==> src/hdl/tscd_pkg.sv <==
// Shared constants, types and state codes of the tanh soft-clip distortion block.
package tscd_pkg;

   localparam int SAMPLE_BITS_DEF   = 24;
   localparam int TANH_SEGMENTS_DEF = 64;

   localparam int DRIVE_W     = 16;
   localparam int DRIVE_FRAC  = 12;
   localparam int MIX_W       = 16;
   localparam int MIX_FRAC    = 15;
   localparam int POST_DB_W   = 12;
   localparam int POST_MAG_W  = 11;
   localparam int POST_Y_W    = 32;
   localparam int POST_FRAC   = 30;
   localparam int POST_MULT_W = 31;
   localparam int WEIGHT_W    = 16;
   localparam int CSR_DATA_W  = 16;
   localparam int CSR_INDEX_W = 2;
   localparam int EXP_TERMS   = 24;
   localparam int EXP_MAX_INT = 40;

   localparam logic [DRIVE_W-1:0]     DRIVE_RESET        = 16'd4096;
   localparam logic [MIX_W-1:0]       MIX_ONE            = 16'd32768;
   localparam logic [POST_MULT_W-1:0] ONE_Q30            = 31'h4000_0000;
   localparam logic [28:0]            INV_E_Q30          = 29'd395007542;
   localparam logic [20:0]            LN10_CENTI_DB_Q30  = 21'd1236191;
   localparam logic [POST_MAG_W-1:0]  POST_MAG_MAX       = 11'd1200;

   typedef enum logic [CSR_INDEX_W-1:0] {
      CSR_DRIVE_GAIN = 2'd0,
      CSR_WET_MIX    = 2'd1,
      CSR_POST_GAIN  = 2'd2
   } csr_index_type;

   typedef struct packed {
      logic valid;
      logic channel;
   } tscd_tag_type;

   typedef enum logic [2:0] {
      PG_IDLE,
      PG_LOAD,
      PG_MUL,
      PG_DIV,
      PG_ACC,
      PG_CLAMP,
      PG_EXP,
      PG_DONE
   } pg_state_type;

   typedef struct packed {
      logic capture;
      logic load;
      logic mul;
      logic div_step;
      logic acc_step;
      logic clamp;
      logic exp_step;
      logic commit;
   } pg_ctrl_type;

endpackage

==> src/hdl/tscd_mix.sv <==
// Dry/wet mix, post gain scaling and output saturation, four pipeline stages.
module tscd_mix import tscd_pkg::*; #(
   parameter int SAMPLE_BITS = SAMPLE_BITS_DEF
) (
   input  logic                          clock,
   input  logic                          reset,
   input  logic                          en,
   input  tscd_tag_type                  tag_in,
   input  logic signed [SAMPLE_BITS-1:0] dry_in,
   input  logic signed [SAMPLE_BITS:0]   wet_in,
   input  logic [MIX_W-1:0]              mix_weight,
   input  logic [POST_MULT_W-1:0]        post_mult,
   output tscd_tag_type                  tag_out,
   output logic signed [SAMPLE_BITS-1:0] sample_out
);

   localparam int SB  = SAMPLE_BITS;
   localparam int PWW = SB + 1 + MIX_W + 1;
   localparam int PDW = SB + MIX_W + 1;
   localparam int SW  = PWW + 1;
   localparam int VPW = SB + 1 + POST_MULT_W + 1;
   localparam int VW  = VPW - POST_FRAC;

   localparam logic signed [VW-1:0] V_HI = {{(VW-SB+1){1'b0}}, {(SB-1){1'b1}}};
   localparam logic signed [VW-1:0] V_LO = {{(VW-SB+1){1'b1}}, {(SB-1){1'b0}}};

   tscd_tag_type           tag6_ff, tag7_ff, tag8_ff, tag9_ff;
   logic signed [PWW-1:0]  pw6_ff, pw6_in;
   logic signed [PDW-1:0]  pd6_ff, pd6_in;
   logic signed [SB:0]     s7_ff, s7_in;
   logic signed [VPW-1:0]  vp8_ff, vp8_in;
   logic signed [SB-1:0]   out9_ff, out9_in;

   logic [MIX_W-1:0]       dry_weight;
   logic signed [SW-1:0]   sum_r;
   logic signed [VPW-1:0]  vp_r;
   logic signed [VW-1:0]   vv;

   assign dry_weight = MIX_ONE - mix_weight;
   assign pw6_in     = wet_in * $signed({1'b0, mix_weight});
   assign pd6_in     = dry_in * $signed({1'b0, dry_weight});

   assign sum_r = SW'(pw6_ff) + SW'(pd6_ff) + (SW'(1) <<< (MIX_FRAC - 1));
   assign s7_in = sum_r[MIX_FRAC +: SB+1];

   assign vp8_in = s7_ff * $signed({1'b0, post_mult});

   assign vp_r = vp8_ff + (VPW'(1) <<< (POST_FRAC - 1));
   assign vv   = vp_r[POST_FRAC +: VW];

   always_comb begin
      priority if (vv > V_HI) begin
         out9_in = V_HI[SB-1:0];
      end else if (vv < V_LO) begin
         out9_in = V_LO[SB-1:0];
      end else begin
         out9_in = vv[SB-1:0];
      end
   end

   always_ff @(posedge clock) begin
      if (reset) begin
         tag6_ff.valid <= 1'b0;
         tag7_ff.valid <= 1'b0;
         tag8_ff.valid <= 1'b0;
         tag9_ff.valid <= 1'b0;
      end else if (en) begin
         tag6_ff.valid <= tag_in.valid;
         tag7_ff.valid <= tag6_ff.valid;
         tag8_ff.valid <= tag7_ff.valid;
         tag9_ff.valid <= tag8_ff.valid;
      end
   end

   always_ff @(posedge clock) begin
      if (en) begin
         tag6_ff.channel <= tag_in.channel;
         pw6_ff          <= pw6_in;
         pd6_ff          <= pd6_in;
         tag7_ff.channel <= tag6_ff.channel;
         s7_ff           <= s7_in;
         tag8_ff.channel <= tag7_ff.channel;
         vp8_ff          <= vp8_in;
         tag9_ff.channel <= tag8_ff.channel;
         out9_ff         <= out9_in;
      end
   end

   assign tag_out    = tag9_ff;
   assign sample_out = out9_ff;

endmodule

==> config.mk <==
export PLATFORM = sky130hd
export DESIGN_NAME = tscd_mix
export DESIGN_NICKNAME = d
export VERILOG_FILES = /design/src/hdl/tscd_pkg.sv /design/src/hdl/tscd_mix.sv
export SDC_FILE = /design/constraint.sdc
export NUM_CORES = 2
export LEC_CHECK = 0
export BUFFER_PORTS_ARGS = -buffer_cell sky130_fd_sc_hd__buf_2
export CELL_PAD_IN_SITES_DETAIL_PLACEMENT = 0
export CELL_PAD_IN_SITES_GLOBAL_PLACEMENT = 2
export CORE_UTILIZATION = 39
export DETAILED_ROUTE_END_ITERATION = 10
export PLACE_DENSITY_LB_ADDON = 0.3
export SETUP_SLACK_MARGIN = 0.02
export SYNTH_ARGS = -nofsm -noshare
export SYNTH_HDL_FRONTEND = slang
export SYNTH_SLANG_ARGS = --single-unit
==> constraint.sdc <==
create_clock -name clock -period 7.5 [get_ports clock]
set_input_delay 0.375 -clock clock [delete_from_list [all_inputs] [get_ports clock]]
set_output_delay 0.375 -clock clock [all_outputs]
set_load 0.05 [all_outputs]
## Yosys cells after proc, flatten, opt, wreduce, memory -nomap -nowiden

Index checks and enable logic that the tools add are counted.

- Latch bits: 0
- Word-level logic and storage cells: 23
- Output and inout port bits: 26
- Memories: 0
- RAM bits: 0
- Memory bits (read-only): 0
- Register bits: 194
- Input bits: 101

- Reductions and logical operators: 0
- Muxes and demuxes: 1
- $lt $le $gt $ge: 2
- Multipliers: 3
- $add $sub $neg: 4
- Shifts and indexed selects: 0
- Equal/unequal tests: 0
- Divide/modulo/power cells: 0
- Bitwise operators: 0

Operators with widths:

| kind | count |
|---|---|
| 57-bit by 31-bit adder with 57-bit output (second input constant) | 1 |
| 25-bit by 32-bit multiplier with 57-bit output | 1 |
| 40-bit by 16-bit adder with 40-bit output (second input constant) | 1 |
| 40-bit adder | 1 |
| 24-bit by 17-bit multiplier with 40-bit output | 1 |
| 25-bit by 17-bit multiplier with 40-bit output | 1 |
| 27-bit by 24-bit greater-than comparator with 1-bit output (second input constant) | 1 |
| 27-bit by 24-bit less-than comparator with 1-bit output (second input constant) | 1 |
| 24-bit 2-to-1 mux | 1 |
| 16-bit subtractor (first input constant) | 1 |

## Logic depth before layout (Yosys ltp)

- Word-level depth: 3
- Mapped depth: 31
- Mapped depth without buffers: 29

## Least setup slack after synthesis

No wires, ideal clock.

- Kind: input -> register
- Start point: input mix_weight[4]
- End point: register pd6_ff[39] (data pin)
- Setup time: 0.263 ns
- Path buffers: 2
- Arrival: 7.286 ns
- Required time: 7.237 ns
- Cell stages on the path: 29
- Path slack: -0.048 ns
- Cell sequence: buf_2 or4_4 nor4_2 and2b_1 nand2_1 or4_1 xor2_1 buf_6 nand2_1 fa_1 inv_1 fa_1 fa_1 fa_1 fa_1 inv_1 fa_1 inv_1 ha_1 a21oi_1 o21ai_0 a211o_1 o22ai_1 nor2_1 a21oi_2 o211ai_1 a41o_1 o41ai_2 xnor2_1

- Word-level cells in the longest chain between the ends: 2

Ends and longest elaborated chain:

| item | RTL line | RTL |
|---|---|---|
| from (decl) | tscd_mix.sv:11 | `input logic [MIX_W-1:0] mix_weight,` |
| 16-bit subtractor | tscd_mix.sv:39 | `assign dry_weight = MIX_ONE - mix_weight;` |
| 24-bit by 17-bit multiplier with 40-bit output | tscd_mix.sv:41 | `assign pd6_in = dry_in * $signed({1'b0, dry_weight});` |
| named net pd6_in[39] | tscd_mix.sv:29 | `logic signed [PDW-1:0] pd6_ff, pd6_in;` |
| to (signal assigned) | tscd_mix.sv:79 | `pd6_ff <= pd6_in;` |
| to (decl) | tscd_mix.sv:29 |  |

The timed path passes the listed nets, and every way through them passes these cells.
A chain may end at the register's enable or synchronous reset.

## Worst setup path after layout

- Start point: register s7_ff[11]
- End point: register vp8_ff[53] (data pin)

- Word-level cells in the longest chain between the ends: 1

Ends and longest elaborated chain:

| item | RTL line | RTL |
|---|---|---|
| from (decl) | tscd_mix.sv:30 | `logic signed [SB:0] s7_ff, s7_in;` |
| from (signal assigned) | tscd_mix.sv:81 | `s7_ff <= s7_in;` |
| 25-bit by 32-bit multiplier with 57-bit output | tscd_mix.sv:46 | `assign vp8_in = s7_ff * $signed({1'b0, post_mult});` |
| named net vp8_in[53] | tscd_mix.sv:31 | `logic signed [VPW-1:0] vp8_ff, vp8_in;` |
| to (signal assigned) | tscd_mix.sv:83 | `vp8_ff <= vp8_in;` |
| to (decl) | tscd_mix.sv:31 |  |

The timed path passes the listed nets, and every way through them passes these cells.

==> summary.md <==
| Metric | Value |
|---|---|
| Max-cap violations | `0` |
| Crit. End Element | `flip-flop` |
| Post-Syn Area per Cell | `~9.4 sq um` |
| CTS max path bufs | `2` |
| Synth Area in Compound Gates | `0.03978` |
| Antenna-violating nets left | `0` |
| DR iter-0 viols | `approximately 1,800` |
| Die H | `slightly below 400 um` |
| Top-area cell type share of the netlist area | `0.4747` |
| Top cells by count, synth | `inv_1, fa_1, nand2_1` |
| Grt ovf | `0` |
| Clock sink count | `165` |
| Clock-pin slew on the worst setup and hold paths | `0.08 ns` |
| Synth async-reset ratio | `0` |
| Count of cell types in the netlist | `81` |
| Crit-path most repeated cell | `fa_1` |
| Layout Nets | `~8,600` |
| Largest net degree at the start of global routing | `67` |
| Ys flop type | `edfxtp_1` |
| Fin crit period | `roughly 7.3 ns` |
| Yosys top cell by area | `fa_1` |
| # IOs | `~130` |
| Drt drc | `0` |
| XOR/XNOR Fraction of Synth Area | `0.02585` |
| Core ar. | `about 0.15 sq mm` |
| Root Driver | `clkbuf_16` |
| Filler cells | `roughly 15,000` |
| Cells after DPL | `~8,500` |
| Antenna violations before repair | `6` |
| Outcome | `finished, final reports clean` |
| Die area | `0.1545 sq mm` |
| TritonCTS Buffers | `17` |
| CP max FO | `20` |
| Total GRT Usage | `0.2219` |
| WP data arrival | `about 7.5 ns` |
| Max Freq | `137.2 MHz` |
| Buf+Inv Stages, Crit Path | `7` |
| Routability cong. | `roughly 0.85` |
| Slew headroom | `0.3976` |
| Actual slew at the worst max-slew pin | `0.8967 ns` |
| Layout cells sized above 1 | `0.09096` |
| First-pass GRT wire length | `261,500 um` |
| Final Max Tran Viols | `0` |
| Via-to-Cell Ratio | `between 4 and 5` |
| Row count | `roughly 140` |
| Critical path startpoint | `s7_ff[11]$_DFFE_PP_` |
| Sequential element share of the synthesized area | `0.08242` |
| Mux contribution to synthesized area | `0.0008603` |
| CP Launch Type | `flip-flop` |
| Gate Count Post-Synth | `approximately 6,300` |
| Post-Synth Adder-Cell Area | `0.5784` |
| Synth warn | `0` |
| Vias in the first global route | `45,470` |
| Hold/Removal Path Class | `primary input to flip-flop` |
| Slowest-stage cell, CP | `fa_1` |
| CP Class | `flip-flop to flip-flop` |
| Number of synthesized flops with an enable pin | `~160` |
| DP HPWL | `between 100,000 and 150,000 um` |
| Largest family of logic cells by synthesized area | `adder cells` |
| CTS HTree Levels | `4` |
| Synth top area cells | `fa_1, ha_1, inv_1` |
| Max incr delay on CP | `approximately 0.55 ns` |
| Via count | `between 40,000 and 50,000` |
| Worst Path Required | `between 7 and 8 ns` |
| #FFs+latches synth | `165` |
| PortBufs | `126` |
| Die Width | `393.0 um` |
| Drt first pass iters | `5` |
| Antenna Cells | `0` |
| HP Start | `tag_in[0]` |
| Final wirelength | `164,500 um` |
| # setup viols final | `0` |
| Final Cycle Share | `0.9717` |
| Synth Area in Simple Gates | `0.1559` |
| Synthesis-to-layout area growth | `10.37%` |
| Count leader, synth | `inv_1` |
| Final setup TNS | `0 ns` |
| Final Hold Fails | `0` |
| Non-filler cells, final | `roughly 8,600` |
| Delay-heaviest family, CP | `adder cells` |
| Starting density of the core | `0.3926` |
| FF-to-FF Start | `s7_ff[11]$_DFFE_PP_` |
| Syn Nets | `roughly 8,300` |
| Post-Syn Area | `slightly below 0.06 sq mm` |
| CTS tree | `done` |
| Per-cell routed wire length | `approximately 19 um` |
| Worst skew pair latency | `0.52 ns` |
| Skew final | `~0.044 ns` |
-- worst register-to-register path: stages, from the launching register on --
cell	delay, ns
edfxtp_1	0.37
buf_12	0.18
buf_4	0.27
nand2_1	0.11
fa_1	0.51
inv_1	0.06
fa_1	0.54
inv_1	0.06
fa_1	0.51
inv_1	0.06
fa_1	0.55
fa_1	0.43
fa_1	0.55
inv_1	0.07
fa_1	0.52
inv_1	0.06
ha_1	0.31
and3_1	0.17
o21ai_0	0.10
o21ai_0	0.15
a21o_1	0.25
and2_2	0.23
or4_4	0.52
a31o_4	0.26
a21oi_2	0.14
xnor2_1	0.07
-- metal layers --
| layer | global-route usage | share of wire |
|---|---|---|
| met1 | 0.3040 | 0.45 |
| met2 | 0.3819 | 0.49 |
| met3 | 0.02081 | 0.034 |
| met4 | 0.04386 | 0.020 |
| met5 | 0 | 0.00012 |
-- registers in the layout, indices dropped and copies added (netlist names) --
signal	flops
tag6_ff	2
sample_out	24
tag_out	2
pw6_ff	40
tag7_ff	2
s7_ff	25
vp8_ff	28
pd6_ff	40
tag8_ff	2
-- final cells by class --
class,instances,area [sq um],share of cell area
clock buffers,19,452.9,0.006882
clock inverters,13,136.4,0.002072
repair buffers,468,3675,0.05583
multi-input cells,4318,48170,0.7318
well taps,2030,2540,0.03859
flip-flops and latches,165,4915,0.07467
inverters,1580,5931,0.09011
-- per-stage QoR --
step / util / setup slack (ns) / area, sq um / hold WS [ns]
6_report: 0.4333 / 0.2119 / 65820 / 0.06242
3_5_place_dp: 0.4259 / -0.5580 / 64690 / 0.4045
3_3_place_gp: 0.4259 / -0.5392 / 64690 / 0.4005
5_1_grt: 0.4333 / -0.04313 / 65820 / 0.03154
4_1_cts: 0.4300 / 0.01275 / 65310 / 0.02344
2_1_floorplan: - / 0.02117 / 59670 / 0.4003
-- worst paths after layout --
path	to	slack, ns	cells past startpoint
setup / recovery	vp8_ff[53]$_DFFE_PP_	0.21	25
hold / removal	tag6_ff[0]$_DFFE_PP_	0.06	1
setup reg to reg	vp8_ff[53]$_DFFE_PP_	0.21	25
hold reg to reg	tag8_ff[0]$_DFFE_PP_	0.42	0
-- what timing repair did --
item                       CTS  global route
cloned                       0             1
resized for setup            6            58
setup endpoints to repair    9            24
hold buffers                 0             0
pin swaps                    1            19
buffers inserted             0            21
-- cell families (layout without fill, tap and decap cells) --
kind of cell	after synthesis	in the layout
adder cells (fa/ha/maj)	1908	1908
AND/OR/NAND/NOR	1870	1870
buffers and inverters	1852	2080
AO/OA/AOI/OAI	359	359
XOR/XNOR	176	176
flip-flops	165	165
multiplexers	5	5
-- layout by cell type (no fill, tap or decap), drive strengths merged, types with 6 or more instances in the layout --
cell type	instances
inv	1587
fa	1414
nand2	882
and2	692
ha	494
buf	467
edfxtp	161
xnor2	121
a21oi	104
nor2	84
o21ai	79
xor2	55
nor2b	54
a21o	51
nand3	33
nand2b	28
nor3	27
a211oi	21
o21a	20
clkbuf	20
nand4	15
o21bai	13
and3	11
a31oi	10
o211ai	9
nor4	9
or3	8
a211o	7
o31ai	7
nand3b	6
or4	6
Power is not shown: default switching activity piles up to over one toggle a cycle in this logic, so the estimate is an artifact.
