[config.mk]
export PLATFORM = sky130hd
export DESIGN_NAME = tscd_shaper
export DESIGN_NICKNAME = d
export VERILOG_FILES = /design/src/hdl/tscd_pkg.sv /design/src/hdl/tscd_shaper.sv
export SDC_FILE = /design/constraint.sdc
export NUM_CORES = 2
export LEC_CHECK = 0
export BUFFER_PORTS_ARGS = -buffer_cell sky130_fd_sc_hd__buf_2
export CAP_MARGIN = 30
export CORE_MARGIN = 5
export CORE_UTILIZATION = 45
export CTS_CLUSTER_SIZE = 12
export DETAILED_ROUTE_END_ITERATION = 8
export GPL_TIMING_DRIVEN = 1
export PLACE_DENSITY = 0.58
export SLEW_MARGIN = 20
export SYNTH_ARGS = -nofsm -noshare
export SYNTH_HDL_FRONTEND = slang
export SYNTH_SLANG_ARGS = --single-unit
[constraint.sdc]
create_clock -name clock -period 8.75 [get_ports clock]
set_input_delay 0.4375 -clock clock [delete_from_list [all_inputs] [get_ports clock]]
set_output_delay 0.4375 -clock clock [all_outputs]
set_load 0.02 [all_outputs]
[src/hdl/tscd_pkg.sv]
// Shared constants, types and state codes of the tanh soft-clip distortion block.
package tscd_pkg;

   localparam int SAMPLE_BITS_DEF   = 24;
   localparam int TANH_SEGMENTS_DEF = 64;

   localparam int DRIVE_W     = 16;
   localparam int DRIVE_FRAC  = 12;
   localparam int MIX_W       = 16;
   localparam int MIX_FRAC    = 15;
   localparam int POST_DB_W   = 12;
   localparam int POST_MAG_W  = 11;
   localparam int POST_Y_W    = 32;
   localparam int POST_FRAC   = 30;
   localparam int POST_MULT_W = 31;
   localparam int WEIGHT_W    = 16;
   localparam int CSR_DATA_W  = 16;
   localparam int CSR_INDEX_W = 2;
   localparam int EXP_TERMS   = 24;
   localparam int EXP_MAX_INT = 40;

   localparam logic [DRIVE_W-1:0]     DRIVE_RESET        = 16'd4096;
   localparam logic [MIX_W-1:0]       MIX_ONE            = 16'd32768;
   localparam logic [POST_MULT_W-1:0] ONE_Q30            = 31'h4000_0000;
   localparam logic [28:0]            INV_E_Q30          = 29'd395007542;
   localparam logic [20:0]            LN10_CENTI_DB_Q30  = 21'd1236191;
   localparam logic [POST_MAG_W-1:0]  POST_MAG_MAX       = 11'd1200;

   typedef enum logic [CSR_INDEX_W-1:0] {
      CSR_DRIVE_GAIN = 2'd0,
      CSR_WET_MIX    = 2'd1,
      CSR_POST_GAIN  = 2'd2
   } csr_index_type;

   typedef struct packed {
      logic valid;
      logic channel;
   } tscd_tag_type;

   typedef enum logic [2:0] {
      PG_IDLE,
      PG_LOAD,
      PG_MUL,
      PG_DIV,
      PG_ACC,
      PG_CLAMP,
      PG_EXP,
      PG_DONE
   } pg_state_type;

   typedef struct packed {
      logic capture;
      logic load;
      logic mul;
      logic div_step;
      logic acc_step;
      logic clamp;
      logic exp_step;
      logic commit;
   } pg_ctrl_type;

endpackage

[src/hdl/tscd_shaper.sv]
// Drive multiply and piecewise-linear tanh soft clip, five pipeline stages.
module tscd_shaper import tscd_pkg::*; #(
   parameter int SAMPLE_BITS   = SAMPLE_BITS_DEF,
   parameter int TANH_SEGMENTS = TANH_SEGMENTS_DEF
) (
   input  logic                          clock,
   input  logic                          reset,
   input  logic                          en,
   input  tscd_tag_type                  tag_in,
   input  logic signed [SAMPLE_BITS-1:0] sample_in,
   input  logic [DRIVE_W-1:0]            drive_gain,
   output tscd_tag_type                  tag_out,
   output logic signed [SAMPLE_BITS-1:0] dry_out,
   output logic signed [SAMPLE_BITS:0]   wet_out
);

   localparam int SB  = SAMPLE_BITS;
   localparam int UW  = SB + DRIVE_W;
   localparam int FB3 = SB - 1 + DRIVE_FRAC + 3;
   localparam int IW  = $clog2(TANH_SEGMENTS);
   localparam int PW  = FB3 + IW;

   localparam logic [63:0]         ONE64   = 64'(ONE_Q30);
   localparam logic [SB-1:0]       T_ONE   = {1'b1, {(SB-1){1'b0}}};
   localparam logic signed [SB:0]  WET_MAX = {2'b01, {(SB-1){1'b0}}};

   typedef logic [SB-1:0] ent_type;
   typedef ent_type       seg_tab_type [TANH_SEGMENTS];
   typedef logic [63:0]   full_tab_type [TANH_SEGMENTS+1];

   function automatic logic [63:0] div_small(input logic [63:0] v, input int i);
      logic [63:0] q;
      unique case (i)
         1:  q = v;
         2:  q = v / 2;
         3:  q = v / 3;
         4:  q = v / 4;
         5:  q = v / 5;
         6:  q = v / 6;
         7:  q = v / 7;
         8:  q = v / 8;
         9:  q = v / 9;
         10: q = v / 10;
         11: q = v / 11;
         12: q = v / 12;
         13: q = v / 13;
         14: q = v / 14;
         15: q = v / 15;
         16: q = v / 16;
         17: q = v / 17;
         18: q = v / 18;
         19: q = v / 19;
         20: q = v / 20;
         21: q = v / 21;
         22: q = v / 22;
         23: q = v / 23;
         24: q = v / 24;
         default: q = v;
      endcase
      return q;
   endfunction

   function automatic logic [63:0] udiv64(input logic [63:0] num, input logic [63:0] den);
      logic [64:0] rem;
      logic [63:0] q;
      int          b;
      rem = '0;
      q   = '0;
      for (b = 63; b >= 0; b--) begin
         rem = {rem[63:0], num[b]};
         if (rem >= {1'b0, den}) begin
            rem  = rem - {1'b0, den};
            q[b] = 1'b1;
         end
      end
      return q;
   endfunction

   function automatic logic [63:0] exp_neg_q30(input logic [63:0] y);
      logic [63:0]        n;
      logic [63:0]        f;
      logic [63:0]        term;
      logic [63:0]        r;
      logic signed [63:0] acc;
      int                 i;
      n    = y >> POST_FRAC;
      f    = y & (ONE64 - 64'd1);
      term = ONE64;
      acc  = $signed(ONE64);
      for (i = 1; i <= EXP_TERMS; i++) begin
         term = div_small((term * f) >> POST_FRAC, i);
         if ((i & 1) != 0) acc = acc - $signed(term);
         else              acc = acc + $signed(term);
      end
      if (acc < 0) acc = 0;
      r = acc;
      if (n > 64'(EXP_MAX_INT)) begin
         r = '0;
      end else begin
         for (i = 0; i < int'(n); i++) begin
            r = (r * 64'(INV_E_Q30) + (ONE64 >> 1)) >> POST_FRAC;
         end
      end
      return r;
   endfunction

   function automatic full_tab_type build_full();
      full_tab_type t;
      logic [63:0]  e;
      logic [63:0]  num;
      logic [63:0]  den;
      int           k;
      for (k = 0; k <= TANH_SEGMENTS; k++) begin
         e = exp_neg_q30((64'(k) << (POST_FRAC + 4)) / TANH_SEGMENTS);
         if (e > ONE64) e = ONE64;
         num  = ONE64 - e;
         den  = ONE64 + e;
         t[k] = udiv64((num << (SB - 1)) + (den >> 1), den);
         if (k > 0 && t[k] < t[k-1]) t[k] = t[k-1];
      end
      return t;
   endfunction

   function automatic seg_tab_type pick_base(input full_tab_type t);
      seg_tab_type b;
      int          k;
      for (k = 0; k < TANH_SEGMENTS; k++) b[k] = t[k][SB-1:0];
      return b;
   endfunction

   function automatic seg_tab_type pick_diff(input full_tab_type t);
      seg_tab_type d;
      int          k;
      for (k = 0; k < TANH_SEGMENTS; k++) d[k] = SB'(t[k+1] - t[k]);
      return d;
   endfunction

   localparam full_tab_type FULL_TAB = build_full();
   localparam seg_tab_type  BASE_TAB = pick_base(FULL_TAB);
   localparam seg_tab_type  DIFF_TAB = pick_diff(FULL_TAB);

   tscd_tag_type          tag1_ff, tag2_ff, tag3_ff, tag4_ff, tag5_ff;
   logic signed [SB-1:0]  x1_ff, x2_ff, x3_ff, x4_ff, x5_ff;
   logic signed [UW-1:0]  u1_ff, u1_in;
   logic                  neg2_ff, neg3_ff, neg4_ff;
   logic                  sat2_ff, sat3_ff, sat4_ff;
   logic [IW-1:0]         idx2_ff, idx2_in;
   logic [WEIGHT_W-1:0]   w2_ff, w2_in, w3_ff;
   logic [SB-1:0]         base3_ff, base4_ff, diff3_ff;
   logic [SB-1:0]         step4_ff, step4_in;
   logic signed [SB:0]    wet5_ff, wet5_in;

   logic signed [UW:0]    u_full;
   logic [UW-1:0]         mag;
   logic [PW-1:0]         pos;
   logic [SB+WEIGHT_W-1:0] step_prod;
   logic [SB-1:0]         t_mag;

   assign u_full = sample_in * $signed({1'b0, drive_gain});
   assign u1_in  = u_full[UW-1:0];

   assign mag     = u1_ff[UW-1] ? UW'(-u1_ff) : UW'(u1_ff);
   assign pos     = {{IW{1'b0}}, mag[FB3-1:0]} * PW'(TANH_SEGMENTS);
   assign idx2_in = pos[PW-1:FB3];
   assign w2_in   = pos[FB3-1 -: WEIGHT_W];

   assign step_prod = diff3_ff * w3_ff;
   assign step4_in  = step_prod[SB+WEIGHT_W-1:WEIGHT_W];

   assign t_mag   = sat4_ff ? T_ONE : base4_ff + step4_ff;
   assign wet5_in = neg4_ff ? -$signed({1'b0, t_mag}) : $signed({1'b0, t_mag});

   always_ff @(posedge clock) begin
      if (reset) begin
         tag1_ff.valid <= 1'b0;
         tag2_ff.valid <= 1'b0;
         tag3_ff.valid <= 1'b0;
         tag4_ff.valid <= 1'b0;
         tag5_ff.valid <= 1'b0;
      end else if (en) begin
         tag1_ff.valid <= tag_in.valid;
         tag2_ff.valid <= tag1_ff.valid;
         tag3_ff.valid <= tag2_ff.valid;
         tag4_ff.valid <= tag3_ff.valid;
         tag5_ff.valid <= tag4_ff.valid;
      end
   end

   always_ff @(posedge clock) begin
      if (en) begin
         tag1_ff.channel <= tag_in.channel;
         x1_ff           <= sample_in;
         u1_ff           <= u1_in;

         tag2_ff.channel <= tag1_ff.channel;
         x2_ff           <= x1_ff;
         neg2_ff         <= u1_ff[UW-1];
         sat2_ff         <= |mag[UW-1:FB3];
         idx2_ff         <= idx2_in;
         w2_ff           <= w2_in;

         tag3_ff.channel <= tag2_ff.channel;
         x3_ff           <= x2_ff;
         neg3_ff         <= neg2_ff;
         sat3_ff         <= sat2_ff;
         base3_ff        <= BASE_TAB[idx2_ff];
         diff3_ff        <= DIFF_TAB[idx2_ff];
         w3_ff           <= w2_ff;

         tag4_ff.channel <= tag3_ff.channel;
         x4_ff           <= x3_ff;
         neg4_ff         <= neg3_ff;
         sat4_ff         <= sat3_ff;
         base4_ff        <= base3_ff;
         step4_ff        <= step4_in;

         tag5_ff.channel <= tag4_ff.channel;
         x5_ff           <= x4_ff;
         wet5_ff         <= wet5_in;
      end
   end

   assign tag_out = tag5_ff;
   assign dry_out = x5_ff;
   assign wet_out = wet5_ff;

   a_wet_range: assert property (@(posedge clock) disable iff (reset)
      tag5_ff.valid |-> (wet5_ff <= WET_MAX && wet5_ff >= -WET_MAX))
      else $error("wet value beyond full scale");

endmodule

Word level (Yosys, flattened, before mapping)
Memory sizes are Yosys's and may differ from the RTL's. A register that Yosys moved wholly into a read port is not among the register bits.
Index checks and enable logic that the tools add are counted.

storage, ports and cells
  flip-flop bits (word level) = 287
  latch bits = 0
  RAM bits = 0
  ROM bits = 3072
  output and inout bits = 51
  logic and storage cells = 41
  memories kept = 2

memories
  name             depth  bits a word  read ports  clocked after memory_dff  wr ports  line                text
  (no name shown)  64     24           1           1                         0         tscd_shaper.sv:207  diff3_ff <= DIFF_TAB[idx2_ff];
  (no name shown)  64     24           1           1                         0         tscd_shaper.sv:206  base3_ff <= BASE_TAB[idx2_ff];

cells by class
  add/sub/neg operators = 3
  multiply operators = 2
  divide/modulo/power cells = 0
  order comparisons = 0
  equality and inequality tests = 0
  shift operators = 0
  multiplexer cells = 3
  bitwise gates (word level) = 1
  reduce and logical (&&, ||, !) cells = 1

operators with widths
  kind                                            number
  24-bit two-way mux                              2
  24-bit by 16-bit multiplier with 40-bit output  1
  24-bit by 17-bit multiplier with 40-bit output  1
  40-bit two-way mux                              1
  40-bit negator                                  1
  24-bit negator with 25-bit output               1
  24-bit adder                                    1
  6-bit NOT with 7-bit output                     1
  2-bit OR reduction                              1

Logic depth before layout (Yosys ltp)
  depth in word-level cells = 4
  gate-level depth with buffers = 25
  depth with buffers taken out = 24

Worst setup path after synthesis
Ideal clock, no wire load.

  path type = flip-flop to flip-flop
  from = register w3_ff[1]
  to = register step4_ff[22] (data pin)
  arrival = 6.419 ns
  path slack = 2.076 ns
  cell stages (with the launch flop) = 25
  buffers on the path = 2
  clock period less this slack = 6.674 ns
  cell sequence = edfxtp_1 clkbuf_1 clkbuf_1 nand2_1 fa_1 inv_1 fa_1 inv_1 fa_1 inv_1 fa_1 inv_1 fa_1 inv_1 fa_1 ha_1 a211o_1 o22ai_1 o41ai_1 a211o_1 o31ai_1 a221oi_1 o41ai_1 o21bai_1 and2_1

on the way
  longest elaborated chain between the ends = 1

ends and longest elaborated chain
  what                                            line                text
  from (decl)                                     tscd_shaper.sv:148  logic [WEIGHT_W-1:0] w2_ff, w2_in, w3_ff;
  from (signal assigned)                          tscd_shaper.sv:208  w3_ff <= w2_ff;
  24-bit by 16-bit multiplier with 40-bit output  tscd_shaper.sv:167  assign step_prod = diff3_ff * w3_ff;
  via step_prod[38]                               tscd_shaper.sv:156  logic [SB+WEIGHT_W-1:0] step_prod;
  to (signal assigned)                            tscd_shaper.sv:215  step4_ff <= step4_in;
  to (decl)                                       tscd_shaper.sv:150  logic [SB-1:0] step4_ff, step4_in;

The timed path passes the listed nets, and every way through them passes these cells.
A chain may end at the register's enable or synchronous reset.

Final worst setup path
Same ends and word-level chain as after synthesis.

==> summary.md <==
| Metric | Value |
|---|---|
| Vias in the first global route | 27800 |
| Netlist cell types | 79 |
| Sequential-to-total area share from yosys stat | 25.4% |
| Detailed-route DRC error count | 0 |
| Synth Instances | 3894 |
| Syn Std Cell Area | 38600 µm² |
| Setup Viol. Count Final | 0 |
| Hold depth | 1 |
| Port Buffers | 95 |
| GRT Resource Usage Total | approximately a fifth |
| Number of synthesized flops with an enable pin | about 320 |
| Worst reg-to-reg path cell count | 22 |
| Total die area | 91800 µm² |
| Detailed Routing Iterations Pass 1 | 7 |
| Global placement routability congestion | roughly 0.95 |
| Vias per cell | 5.21 |
| Post-CTS setup buffers | 0 |
| RSZ-0062 raised after global routing | false |
| Critical path, cell by cell | nand2_1 > fa_1 > inv_1 > fa_1 > inv_1 > fa_1 > inv_1 > fa_1 > inv_1 > fa_1 > inv_1 > fa_1 > ha_1 > a211o_1 > o22ai_1 > o41ai_1 > a211o_1 > o31ai_1 > a221oi_1 > o41ai_1 > o21bai_1 > and2_1 |
| Worst-Skew Late Latency | 0.58 ns |
| Tmin final | 7.32 ns |
| Chip Height | 303 µm |
| Slew Limit Fails | 0 |
| Relative slew margins | a little over a third |
| Register area | around 9800 µm² |
| CTS tree | yes |
| Most frequent cells in the layout | inv_1, fa_1, nand2_1 |
| Worst path required time | 9.07 ns |
| Crit start category | flip-flop |
| DP HPWL | 70800 µm |
| CP Max Fanout | 20 |
| Hold Vio Cnt, Final | 0 |
| Hold Buf Count CTS | 0 |
| Initial Utilization | 45.4% |
| Clock transition at the registers of the reported paths | roughly 0.060 ns |
| Iter 0 DRT Violations | a little under 2000 |
| Multi-input gate area | 25200 µm² |
| Kind of critical path | reg2reg |
| CTS buffer count | 39 |
| Most used cell, CP | fa_1 |
| Layout cells sized above 1 | 5.22% |
| Worst-Margin Slew | 0.962 ns |
| Post-synthesis async set-or-reset flop share | 0% |
| H-tree depth | 2 |
| CP endpoint kind | flip-flop |
| Synth Flop Type | edfxtp_1 |
| Routed Antenna Nets | 0 |
| Global route total overflow | 0 |
| Clock Sinks | 328 |
| Diode count | 0 |
| Critical path's largest stage delay | 0.84 ns |
| FF-to-FF End | step4_ff[22] |
| Final Cycle Share | 83.6% |
| First-pass GRT wire length | around 150000 µm |
| R2R Path Start | w3_ff[1] |
| Final-stage net count | 4806 |
| Filler Cell Count | 8029 |
| Chip Width | 303 µm |
| CP top delay family | adder cells |
| Area Growth Syn to Fin | 7.05% |
| Top Ports | 96 |
| Vias | about 26000 |
| Avg Synthesized Cell Area | 9.92 µm² |
| Status | complete, no violations |
| PostCTS Resize Cnt | 0 |
| CTS root buf | clkbuf_16 |
| Core footprint | 85100 µm² |
| Max-cap viol count | 0 |
| Post-synthesis register bit count | 328 |
| Commonest non-fill, non-tap cell in the layout | inv_1 |
| Routed wire length per instance | between 15 and 20 µm |
| Worst path arrival time | 7.64 ns |
| Max Buffers Root-to-Sink | 3 |
| R2R Setup Slk | 1.43 ns |
| Hold crit path type | in2reg |
| Final wirelength | 94300 µm |
| Worst Clk Skew | 0.0255 ns |
| Worst path buffer plus inverter count | 5 |
| Pin count of the biggest net entering global routing | 106 |
| Setup TNS | 0 ns |
| Synthesis warning total | 0 |
| Post-synthesis net count | 4819 |
| FP Rows | 107 |
| Crit-path slowest cell | edfxtp_1 |
| Antenna violations before repair | 1 |
| Worst Hold End | tag1_ff[0] |
| Maximum clock rate | 137 MHz |
| HP Start | tag_in[0] |
registers in the layout, summed over array words and instances, names as in the netlist, 6 cells and up:
signal,count
x1_ff,24
w3_ff,16
diff3_ff,20
x3_ff,24
x4_ff,24
u1_ff,40
idx2_ff,6
dry_out,24
x2_ff,24
base4_ff,23
base3_ff,23
wet_out,25
step4_ff,23
w2_ff,16
cells by family (layout without fill, tap and decap cells):
kind of cell,Yosys count,count (layout),synth area share (%)
fa+ha+maj,881,881,40.6
buf+inv,964,980,9.36
mux,17,17,0.479
compound gates,462,462,7.86
flops,328,328,25.4
xor+xnor,109,109,2.47
simple gates,1133,1133,13.8
how the worst max path moves through the flow:
stage                  startpoint      endpoint  slack (ns)  cells past startpoint
finish                   w3_ff[1]  step4_ff[22]        1.43                     22
global route             w3_ff[1]  step4_ff[22]        0.97                     22
CTS                      w3_ff[1]  step4_ff[22]        1.37                     22
detailed placement  drive_gain[2]     u1_ff[39]        1.38                     23
global placement    drive_gain[2]     u1_ff[39]        1.46                     23
floorplan                w3_ff[1]  step4_ff[22]        2.08                     24
layer usage:
metal	vias up	track usage, %	part of all wire [%]
met1	13300	30.8	46
met3	128	2.89	5.8
li1	12200	-	-
met5	-	0	0.014
met2	738	34.1	46
met4	2	4.80	2.2
cells in the mapped netlist, drive strengths merged, types with 29 or more instances:
| master | n | area share [%] |
|---|---|---|
| a211oi | 29 | 0.58 |
| a21o | 34 | 0.66 |
| a21oi | 116 | 1.5 |
| and2 | 282 | 4.6 |
| clkbuf | 165 | 1.6 |
| edfxtp | 323 | 25 |
| fa | 623 | 32 |
| ha | 257 | 8.3 |
| inv | 787 | 7.6 |
| nand2 | 553 | 5.4 |
| nor2 | 134 | 1.3 |
| nor3 | 30 | 0.39 |
| o21ai | 114 | 1.5 |
| xnor2 | 78 | 1.8 |
| xor2 | 31 | 0.70 |
area by class of cell:
class | count | share of cell area (%)
flip-flops and latches | 328 | 23.7
repair buffers | 123 | 1.78
clock inverters | 21 | 0.502
multi-input cells | 2602 | 61.0
well taps | 1144 | 3.46
clock buffers | 49 | 2.45
inverters | 787 | 7.14
stage by stage:
| stage | hold slack [ns] | worst slack [ns] | instance area (µm²) | cells | util [%] |
|---|---|---|---|---|---|
| floorplan | 0.400 | 2.08 | 38600 | 3894 | - |
| global placement | 0.400 | 1.46 | 40100 | 4982 | 47.1 |
| detailed placement | 0.405 | 1.38 | 40100 | 4982 | 47.1 |
| CTS | 0.0262 | 1.37 | 41300 | 5052 | 48.5 |
| global route | 0.0306 | 0.974 | 41400 | 5054 | 48.6 |
| finish | 0.0607 | 1.43 | 41400 | 5054 | 48.6 |
Power is not shown: default switching activity piles up to over one toggle a cycle in this logic, so the estimate is an artifact.
